### src/hw/rtl/sorted_priority_queue_unit_assert.svh
// ----------------------------------------------------------------------------
// Sorted priority queue assertion macros
// Shared concurrent assertion forms for the queue unit.
// ----------------------------------------------------------------------------
`ifndef SORTED_PRIORITY_QUEUE_UNIT_ASSERT_SVH
`define SORTED_PRIORITY_QUEUE_UNIT_ASSERT_SVH

// Same-cycle implication, disabled while reset is high.
`define SPQ_ASSERT_NOW(lbl, clk, rst, ante, cons) \
   lbl: assert property (@(posedge clk) disable iff (rst) (ante) |-> (cons)) \
      else $error("spq assertion failed");

// Next-cycle implication, disabled while reset is high.
`define SPQ_ASSERT_NEXT(lbl, clk, rst, ante, cons) \
   lbl: assert property (@(posedge clk) disable iff (rst) (ante) |=> (cons)) \
      else $error("spq assertion failed");

`endif

### src/hw/rtl/spq_pkg.sv
// ----------------------------------------------------------------------------
// Sorted priority queue package
// Shared types and default sizes for the queue controller and datapath.
// ----------------------------------------------------------------------------
`timescale 1ns / 1ps
`default_nettype none

package spq_pkg;

   localparam int CAPACITY_DEFAULT    = 16;
   localparam int VALUE_WIDTH_DEFAULT = 32;

   typedef enum logic {
      OP_INSERT = 1'b0,
      OP_REMOVE = 1'b1
   } opcode_type;

   typedef enum logic [1:0] {
      ST_DONE  = 2'd0,
      ST_FULL  = 2'd1,
      ST_EMPTY = 2'd2
   } status_type;

   typedef enum logic [1:0] {
      S_IDLE = 2'b01,
      S_EXEC = 2'b10
   } state_type;

   // Controller to datapath commands.
   typedef struct packed {
      logic take;    // latch the incoming beat
      logic commit;  // apply the operation and load the result register
   } dp_cmd_type;

endpackage

`default_nettype wire

### src/hw/rtl/spq_ctrl.sv
// ----------------------------------------------------------------------------
// Sorted priority queue controller
// Two-state sequencer: take one beat, then execute it into the result register.
// ----------------------------------------------------------------------------
`timescale 1ns / 1ps
`default_nettype none

module spq_ctrl (
   input  wire logic               clock,
   input  wire logic               reset,
   input  wire logic               req_tvalid,
   output logic                    req_tready,
   output logic                    rsp_tvalid,
   input  wire logic               rsp_tready,
   output spq_pkg::dp_cmd_type     cmd
);

   spq_pkg::state_type state_ff, state_in;
   logic               rsp_valid_ff, rsp_valid_in;
   logic               slot_free;

   assign req_tready = (state_ff == spq_pkg::S_IDLE);
   assign rsp_tvalid = rsp_valid_ff;
   assign slot_free  = !rsp_valid_ff || rsp_tready;

   always_comb begin
      cmd.take     = req_tvalid && req_tready;
      cmd.commit   = 1'b0;
      state_in     = state_ff;
      rsp_valid_in = rsp_valid_ff && !rsp_tready;
      unique case (state_ff)
         spq_pkg::S_IDLE: begin
            if (cmd.take) begin
               state_in = spq_pkg::S_EXEC;
            end
         end
         spq_pkg::S_EXEC: begin
            // hold until the result register can be reloaded
            if (slot_free) begin
               cmd.commit   = 1'b1;
               rsp_valid_in = 1'b1;
               state_in     = spq_pkg::S_IDLE;
            end
         end
         default: begin
            state_in = spq_pkg::S_IDLE;
         end
      endcase
   end

   always_ff @(posedge clock) begin
      if (reset) begin
         state_ff     <= spq_pkg::S_IDLE;
         rsp_valid_ff <= 1'b0;
      end else begin
         state_ff     <= state_in;
         rsp_valid_ff <= rsp_valid_in;
      end
   end

endmodule

`default_nettype wire

### src/hw/rtl/spq_datapath.sv
// ----------------------------------------------------------------------------
// Sorted priority queue datapath
// Row of compare-and-shift cells holding the values largest first.
// ----------------------------------------------------------------------------
`timescale 1ns / 1ps
`default_nettype none

module spq_datapath #(
   parameter  int CAPACITY    = spq_pkg::CAPACITY_DEFAULT,
   parameter  int VALUE_WIDTH = spq_pkg::VALUE_WIDTH_DEFAULT,
   localparam int CNT_W       = $clog2(CAPACITY + 1)
) (
   input  wire logic                     clock,
   input  wire logic                     reset,
   input  wire spq_pkg::dp_cmd_type      cmd,
   input  wire logic                     req_opcode,
   input  wire logic [VALUE_WIDTH-1:0]   req_value,
   output logic      [VALUE_WIDTH-1:0]   removed_value,
   output logic      [VALUE_WIDTH-1:0]   head_value,
   output logic      [CNT_W-1:0]         fill_count,
   output logic                          is_empty,
   output spq_pkg::status_type           status
);

   spq_pkg::opcode_type            op_ff;
   logic signed [VALUE_WIDTH-1:0]  val_ff;
   logic signed [VALUE_WIDTH-1:0]  entry_ff [CAPACITY];
   logic signed [VALUE_WIDTH-1:0]  entry_in [CAPACITY];
   logic        [CAPACITY-1:0]     stay;
   logic        [CNT_W-1:0]        count_ff, count_in;
   logic                           wr_en;
   logic        [VALUE_WIDTH-1:0]  removed_in;
   spq_pkg::status_type            status_in;

   logic        [VALUE_WIDTH-1:0]  removed_ff, head_ff;
   logic        [CNT_W-1:0]        fill_ff;
   logic                           empty_ff;
   spq_pkg::status_type            status_ff;

   // Latch the accepted beat.
   always_ff @(posedge clock) begin
      if (cmd.take) begin
         op_ff  <= spq_pkg::opcode_type'(req_opcode);
         val_ff <= req_value;
      end
   end

   // Each cell either keeps its value, takes the new value, or takes its
   // upper neighbor's value; on remove every cell but the last takes its lower neighbor.
   for (genvar i = 0; i < CAPACITY; i++) begin : g_cell
      logic signed [VALUE_WIDTH-1:0] ins_val;
      logic signed [VALUE_WIDTH-1:0] rem_val;

      assign stay[i] = (count_ff > CNT_W'(i)) && (entry_ff[i] > val_ff);

      if (i == 0) begin : g_first
         assign ins_val = stay[i] ? entry_ff[i] : val_ff;
      end else begin : g_rest
         assign ins_val = stay[i]   ? entry_ff[i] :
                          stay[i-1] ? val_ff      : entry_ff[i-1];
      end

      if (i == CAPACITY - 1) begin : g_last
         assign rem_val = entry_ff[i];
      end else begin : g_inner
         assign rem_val = entry_ff[i+1];
      end

      assign entry_in[i] = (op_ff == spq_pkg::OP_REMOVE) ? rem_val : ins_val;
   end

   always_comb begin
      status_in  = spq_pkg::ST_DONE;
      count_in   = count_ff;
      wr_en      = 1'b0;
      removed_in = '0;
      unique case (op_ff)
         spq_pkg::OP_INSERT: begin
            if (count_ff == CNT_W'(CAPACITY)) begin
               status_in = spq_pkg::ST_FULL;
            end else begin
               wr_en    = 1'b1;
               count_in = count_ff + CNT_W'(1);
            end
         end
         spq_pkg::OP_REMOVE: begin
            if (count_ff == '0) begin
               status_in = spq_pkg::ST_EMPTY;
            end else begin
               wr_en      = 1'b1;
               count_in   = count_ff - CNT_W'(1);
               removed_in = entry_ff[0];
            end
         end
         default: begin
            status_in = spq_pkg::ST_DONE;
         end
      endcase
   end

   always_ff @(posedge clock) begin
      if (cmd.commit && wr_en) begin
         entry_ff <= entry_in;
      end
   end

   always_ff @(posedge clock) begin
      if (reset) begin
         count_ff <= '0;
      end else if (cmd.commit) begin
         count_ff <= count_in;
      end
   end

   // A rejected beat leaves the row alone, so report the current head then.
   always_ff @(posedge clock) begin
      if (cmd.commit) begin
         removed_ff <= removed_in;
         head_ff    <= (count_in == '0) ? '0 :
                       wr_en            ? entry_in[0] : entry_ff[0];
         fill_ff    <= count_in;
         empty_ff   <= (count_in == '0);
         status_ff  <= status_in;
      end
   end

   assign removed_value = removed_ff;
   assign head_value    = head_ff;
   assign fill_count    = fill_ff;
   assign is_empty      = empty_ff;
   assign status        = status_ff;

endmodule

`default_nettype wire

### src/hw/rtl/sorted_priority_queue_unit.sv
// ----------------------------------------------------------------------------
// Sorted priority queue unit
// Bounded queue of signed values kept largest first; insert and remove beats.
// ----------------------------------------------------------------------------
//  Channel  Dir  Handshake          Contents
//  req_     in   tvalid / tready    tuser: opcode, tdata: value
//  rsp_     out  tvalid / tready    tuser: status, tdata: removed, head, count, empty
//
//  Each beat is accepted, then executed: every cell of the compare-and-shift
//  row compares against the new value and moves at once.
//  The execute cycle waits while the result register holds a beat not taken.
//  A new beat is accepted while a finished result still waits downstream.
//  Reset empties the queue by clearing the count; stored values need no
//  clearing pass since only the first count positions are ever read.
// ----------------------------------------------------------------------------
`timescale 1ns / 1ps
`default_nettype none

`include "sorted_priority_queue_unit_assert.svh"

module sorted_priority_queue_unit #(
   parameter  int CAPACITY    = spq_pkg::CAPACITY_DEFAULT,
   parameter  int VALUE_WIDTH = spq_pkg::VALUE_WIDTH_DEFAULT,
   localparam int CNT_W       = $clog2(CAPACITY + 1),
   localparam int REQ_DW      = ((VALUE_WIDTH + 7) / 8) * 8,
   localparam int RSP_BITS    = 2 * VALUE_WIDTH + CNT_W + 1,
   localparam int RSP_DW      = ((RSP_BITS + 7) / 8) * 8
) (
   input  wire logic              clock,
   input  wire logic              reset,
   input  wire logic              req_tvalid,
   output logic                   req_tready,
   input  wire logic [REQ_DW-1:0] req_tdata,   // value
   input  wire logic [0:0]        req_tuser,   // opcode
   output logic                   rsp_tvalid,
   input  wire logic              rsp_tready,
   output logic      [RSP_DW-1:0] rsp_tdata,   // removed_value, head_value,
                                               // fill_count, is_empty
   output logic      [1:0]        rsp_tuser    // status
);

   // Bit positions of the response fields inside rsp_tdata.
   localparam int HEAD_LO  = VALUE_WIDTH;
   localparam int FILL_LO  = 2 * VALUE_WIDTH;
   localparam int EMPTY_AT = 2 * VALUE_WIDTH + CNT_W;

   spq_pkg::dp_cmd_type       cmd;
   logic [VALUE_WIDTH-1:0]    removed_value;
   logic [VALUE_WIDTH-1:0]    head_value;
   logic [CNT_W-1:0]          fill_count;
   logic                      is_empty;
   spq_pkg::status_type       status;

   // Sequencer: one beat in flight, result register toward the consumer.
   spq_ctrl u_ctrl (
      .clock      (clock),
      .reset      (reset),
      .req_tvalid (req_tvalid),
      .req_tready (req_tready),
      .rsp_tvalid (rsp_tvalid),
      .rsp_tready (rsp_tready),
      .cmd        (cmd)
   );

   // Cell row, count and result register.
   spq_datapath #(
      .CAPACITY    (CAPACITY),
      .VALUE_WIDTH (VALUE_WIDTH)
   ) u_datapath (
      .clock         (clock),
      .reset         (reset),
      .cmd           (cmd),
      .req_opcode    (req_tuser[0]),
      .req_value     (req_tdata[VALUE_WIDTH-1:0]),
      .removed_value (removed_value),
      .head_value    (head_value),
      .fill_count    (fill_count),
      .is_empty      (is_empty),
      .status        (status)
   );

   // Pack the response fields lowest first; zero the byte padding.
   always_comb begin
      rsp_tdata                         = '0;
      rsp_tdata[VALUE_WIDTH-1:0]        = removed_value;
      rsp_tdata[HEAD_LO +: VALUE_WIDTH] = head_value;
      rsp_tdata[FILL_LO +: CNT_W]       = fill_count;
      rsp_tdata[EMPTY_AT]               = is_empty;
   end

   assign rsp_tuser = status;

   // A beat accepted means no second beat until the first has executed.
   `SPQ_ASSERT_NEXT(a_one_in_flight, clock, reset, req_tvalid && req_tready, !req_tready)

   // The empty flag agrees with the count carried alongside it.
   `SPQ_ASSERT_NOW(a_empty_matches_count, clock, reset, rsp_tvalid,
      rsp_tdata[EMPTY_AT] == (rsp_tdata[FILL_LO +: CNT_W] == '0))

   // A rejected insert reports a full queue.
   `SPQ_ASSERT_NOW(a_full_reject, clock, reset, rsp_tvalid && (rsp_tuser == spq_pkg::ST_FULL),
      rsp_tdata[FILL_LO +: CNT_W] == CNT_W'(CAPACITY))

   // A refused remove returns zero from an empty queue.
   `SPQ_ASSERT_NOW(a_empty_reject, clock, reset, rsp_tvalid && (rsp_tuser == spq_pkg::ST_EMPTY),
      (rsp_tdata[VALUE_WIDTH-1:0] == '0) && rsp_tdata[EMPTY_AT])

endmodule

`default_nettype wire
### config.mk
export PLATFORM = sky130hd
export DESIGN_NAME = sorted_priority_queue_unit
export DESIGN_NICKNAME = d
export VERILOG_FILES = /design/src/hw/rtl/spq_pkg.sv /design/src/hw/rtl/spq_ctrl.sv /design/src/hw/rtl/spq_datapath.sv /design/src/hw/rtl/sorted_priority_queue_unit.sv
export VERILOG_INCLUDE_DIRS = /design/src /design/src/hw/rtl
export SDC_FILE = /design/constraint.sdc
export NUM_CORES = 2
export LEC_CHECK = 0
export BUFFER_PORTS_ARGS = -buffer_cell sky130_fd_sc_hd__buf_4
export CORE_MARGIN = 10
export CORE_UTILIZATION = 45
export DETAILED_ROUTE_END_ITERATION = 7
export PLACE_DENSITY = 0.73
export SLEW_MARGIN = 15
export SYNTH_ARGS = -nofsm -noshare
export SYNTH_HDL_FRONTEND = slang
export SYNTH_HIERARCHICAL = 1
export SYNTH_SLANG_ARGS = --single-unit
### constraint.sdc
create_clock -name clock -period 10.9 [get_ports clock]
set_input_delay 1.09 -clock clock [delete_from_list [all_inputs] [get_ports clock]]
set_output_delay 1.09 -clock clock [all_outputs]
set_load 0.1 [all_outputs]
Word-level counts from Yosys, hierarchy flattened

Cells that the tools add are included.

Output and inout bits: 76
Flip-flop bits (word level): 625
Input port bits: 37
Word-level logic and storage cells: 184

$add $sub $neg: 2
Reduce and logical (&&, ||, !) cells: 41
Bitwise operators: 2
Magnitude comparators: 32
Mux-type cells: 62
Equal/unequal tests: 19

Operators by type and width:

| cell                                                                             | number |
|---|---|
| 32-bit 2-to-1 mux                                                                | 46 |
| 32-bit greater-than comparator                                                   | 16 |
| 5-bit by 4-bit greater-than comparator with 1-bit output (second input constant) | 8 |
| 2-bit by 1-bit inequality test with 1-bit output (second input constant)         | 15 |
| 2-bit AND reduction                                                              | 15 |
| 5-bit by 3-bit greater-than comparator with 1-bit output (second input constant) | 4 |
| 1-bit logical AND                                                                | 19 |
| 5-bit by 1-bit greater-than comparator with 1-bit output (second input constant) | 2 |
| 5-bit by 2-bit greater-than comparator with 1-bit output (second input constant) | 2 |
| 5-bit zero test                                                                  | 2 |
| 5-bit 2-to-1 mux                                                                 | 2 |
| 5-bit case mux with 2 select lines                                               | 1 |
| 2-bit case mux with 2 select lines                                               | 2 |
| 1-bit 2-to-1 mux                                                                 | 7 |
| 2-bit 2-to-1 mux                                                                 | 3 |
| 5-bit by 1-bit adder with 5-bit output (second input constant)                   | 1 |
| 5-bit == test (second input constant)                                            | 1 |
| 5-bit by 1-bit subtractor with 5-bit output (second input constant)              | 1 |
| 3-bit AND reduction                                                              | 1 |
| 2-bit by 1-bit == test with 1-bit output (second input constant)                 | 1 |
| 2-bit == test (second input constant)                                            | 1 |
| 1-bit zero test                                                                  | 2 |
| 2-bit inequality test (second input constant)                                    | 1 |
| 1-bit NOT                                                                        | 2 |
| other kinds (3)                                                                  | 3 |

Logic depth before layout (Yosys ltp)

Depth after elaboration: 6
Mapped depth: 14
Mapped depth without buffers: 10

Cells and area by module

The synthesis kept the hierarchy.

By module, submodules not included:

| module                     | times used | sequential area each (µm²) | cells an instance | area an instance (µm²) |
|---|---|---|---|---|
| spq_datapath               | 1          | 18627.9                    | 3891              | 42729.7 |
| spq_ctrl                   | 1          | 60.1                       | 12                | 128.9 |
| sorted_priority_queue_unit | 1          | 0.0                        | 4                 | 26.3 |

Worst setup path after synthesis

Ideal clock, no wire load.

Path type: input to register
From: in rsp_tready
To: reg u_datapath.entry_ff (netlist bit u_datapath/g_cell[0].rem_val[0]), enable pin
Data required time: 10.468 ns
Stages on the path: 6
Arrival: 6.882 ns
Setup slack: 3.586 ns
Path buffers: 2
Library setup time: 0.432 ns
Cells stage by stage: nand2b_1 -> nor2b_1 -> clkbuf_1 -> nand2_1 -> clkbuf_1 -> a21oi_1

RTL lines:

| element              | line                             | source |
|---|---|---|
| start, declared      | sorted_priority_queue_unit.sv:36 | `input wire logic rsp_tready,` |
| end signal, assigned | spq_datapath.sv:103              | `entry_ff <= entry_in;` |
| end, declared        | spq_datapath.sv:27               | `logic signed [VALUE_WIDTH-1:0] entry_ff [CAPACITY];` |

==> impl_metrics.yaml <==
setup_path:
  crit_arrival_ns: 5.87
  rrSetupSlack_ns: 5.40
  critPathCaptureType: "register"
  startpoint: "u_datapath/val_ff[31]$_DFFE_PP_"
  r2r-start: "u_datapath/val_ff[31]$_DFFE_PP_"
  path_max_fanout: 98
  rr_worst_depth: 14
  start_kind: "register"
  crit_path_end: "u_datapath/entry_ff[506]$_DFFE_PP_"
  criticalPathCategory: "register to register"
  required_ns: 11.27
  rr_endpoint: "u_datapath/entry_ff[506]$_DFFE_PP_"
floorplan:
  core_sq_um: 94730
  rows: 113
  die_y_um: 328.7
  initial_core_util: 0.4527
  design.die.area_sq_um: 108000
  ios: 113
  dieWidth_um: 328.7
drt:
  drt-wirelength-per-cell_um: 26.58
  remaining_drc_errors: 0
  viasPerCell: 6.756
  firstDrtPassIters: 8
  num_vias: 35082
  drt-total-wl_um: 138000
  final_antenna_net_count: 0
  drt_iter0_drc: 5173
clock_tree:
  cts_made_buffers: 71
  cts_resized: 0
  cts_sinks: 625
  cts_tree: "yes"
  clk_latency_ns: 0.63
  cts-root-buf: "clkbuf_16"
  cts_max_level: 3
  cts_setup_buffers: 0
  clockBufferDepth: 3
  clk_pin_slew_ns: 0.06
  hold_buffers: 0
finish:
  final_common_cell: "edfxtp_1"
  drive_above_1_share: 0.09292
  fin_util: 0.4980
  most-common-layout-cells: "edfxtp_1 (617), ha_1 (516), nand2_1 (329)"
  area_growth_pct: 9.996
  num-nets-final: 4431
  postLayoutCellArea_sq_um: 47170
  antenna_cells: 0
sta:
  whs_ns: 0.5176
  period_needed_ns: 5.499
  finalMaxSlewViolations: 0
  setup_viol: 0
  worst_pin_slew_ns: 1.195
  period_share: 0.5045
  fmax_ghz: 0.1818
  tns_ns: 0
  rsz0062_at_grt: "no"
  relSlewSlack: 0.2019
  clock_skew_ns: 0.01831
  hold_viol: 0
yosys:
  ys_seq_elements: 625
  synth-edff-count: 617
  synthDistinctLibCells: 87
  yosysSeqAreaShare: 0.4358
  async_reset_ff_frac: 0
  avgSynthCellArea_sq_um: 10.98
  ys_warn_count: 6
  netlist_instances: 3907
  syn_area_sq_um: 42880
  synthFlopType: "edfxtp_1"
global_route:
  antenna_found_initial: 1
  grt_use_total: 0.2457
  grt_pass1_wl_um: 207100
  grt_max_degree: 237
  overflow: 0
  grt_pass1_vias: 33226
min_path:
  hold_depth: 2
  hold_path.class: "register to register"
power_and_ir_drop:
  clkPwrFrac: 0.398
  p_sw_w: 0.001615
  leakage_nw: 18.53
  intPower_w: 0.004335
  pwr_density_cell_nw_per_um2: 126.1
  power.total_w: 0.005950
  p_comb_frac: 0.142
  switching_share: 0.2714
  seqPwrFrac: 0.459
  vdd_drop_max_mv: 0.09094
run_status:
  status: "finished clean"
placed_design:
  dp_hpwl_um: 100500
  gp_congestion: 0.9762
  port_buffers: 110
  postPlaceCellArea_sq_um: 44960
flow_run:
  drv_cap: 0
-- sequential cells by signal (all words and copies together) (netlist names) --
signal and cells:
u_ctrl/rsp_tvalid 1, u_ctrl/state_ff 2, u_datapath/count_ff 5, u_datapath/entry_ff 32, u_datapath/fill_count 5, u_datapath/g_cell.rem_val 480, u_datapath/head_value 32, u_datapath/is_empty 1
u_datapath/op_ff 1, u_datapath/removed_value 32, u_datapath/status 2, u_datapath/val_ff 32
-- final cells by class --
cell class	instances	area, sq um
fillers	8331	47560
multi-input cells	2914	22950
flip-flops and latches	625	18690
clock buffers	91	1914
well taps	1265	1583
repair buffers	193	1474
clock inverters	33	292.8
inverters	72	270.3
-- kinds of logic (layout without fill, tap and decap cells) --
family                     Yosys count  in the layout  share of synthesized area
DFF                                625            625                     0.4358
xor gates and xnor gates             3              3                  0.0006128
adders and majority gates          517            517                     0.1508
other                                1              2                 0.00008744
AOI/OAI and AO/OA                 1082           1082                     0.1874
buffers and inverters              369            389                    0.03638
muxes                              200            200                    0.04761
and+or+nand+nor                   1110           1110                     0.1413
-- Yosys cell counts, types with 71 or more instances --
library cell | instances | area share
edfxtp_1 | 617 | 0.43
ha_1 | 517 | 0.15
nand2_1 | 329 | 0.029
a221o_1 | 322 | 0.075
a21oi_1 | 236 | 0.028
nor3b_1 | 218 | 0.038
clkbuf_1 | 202 | 0.018
mux2i_1 | 168 | 0.039
nor2_1 | 142 | 0.012
nand4_1 | 129 | 0.019
o21ai_1 | 126 | 0.015
o21ai_0 | 103 | 0.012
inv_1 | 71 | 0.0062
-- power groups by stage --
stage / sequential, W / combinational (W) / clock, W
after global routing: 0.00273 / 0.000917 / 0.00248
final: 0.00273 / 0.000847 / 0.00237
after detailed placement: 0.00278 / 0.000823 / 0
after global placement: 0.00278 / 0.000797 / 0
after CTS: 0.00273 / 0.000828 / 0.00239
after floorplan: 0.00278 / 0.000563 / 0
-- critical path, stage by stage (launching register included) --
cell	delay [ns]
edfxtp_1	0.58
inv_1	0.50
ha_2	0.50
buf_4	0.69
nand4_1	0.31
nor4_2	0.23
a221oi_1	0.17
o21ai_4	0.11
buf_4	0.58
a21oi_1	0.13
o21ai_2	0.18
buf_4	0.36
nor2_4	0.04
buf_4	0.37
a221o_1	0.43
-- metal layers --
layer	GRT usage	vias to the layer above	wire (um)
met1	0.3241	16952	54150
met4	0.1288	2	7535
met2	0.3886	2185	62760
met3	0.03539	383	13530
met5	0	-	23
li1	-	15560	-
-- worst min path at each step --
stage	to	start	slack, ns
2_1_floorplan	u_ctrl/rsp_tvalid$_SDFF_PP0_	u_ctrl/state_ff[1]$_SDFFE_PP0P_	0.48
3_3_place_gp	u_ctrl/rsp_tvalid$_SDFF_PP0_	u_ctrl/rsp_tvalid$_SDFF_PP0_	0.51
4_1_cts	u_ctrl/rsp_tvalid$_SDFF_PP0_	u_ctrl/rsp_tvalid$_SDFF_PP0_	0.52
3_5_place_dp	u_ctrl/rsp_tvalid$_SDFF_PP0_	u_ctrl/rsp_tvalid$_SDFF_PP0_	0.50
5_1_grt	u_ctrl/rsp_tvalid$_SDFF_PP0_	u_ctrl/rsp_tvalid$_SDFF_PP0_	0.56
6_report	u_ctrl/rsp_tvalid$_SDFF_PP0_	u_ctrl/rsp_tvalid$_SDFF_PP0_	0.52
-- metrics by stage --
step	setup slack (ns)	cells
after floorplan	3.586	3908
after global placement	5.487	5069
after detailed placement	5.349	5069
after CTS	5.345	5193
after global routing	5.173	5193
final	5.401	5193
Power figures use the tool's default switching activity.
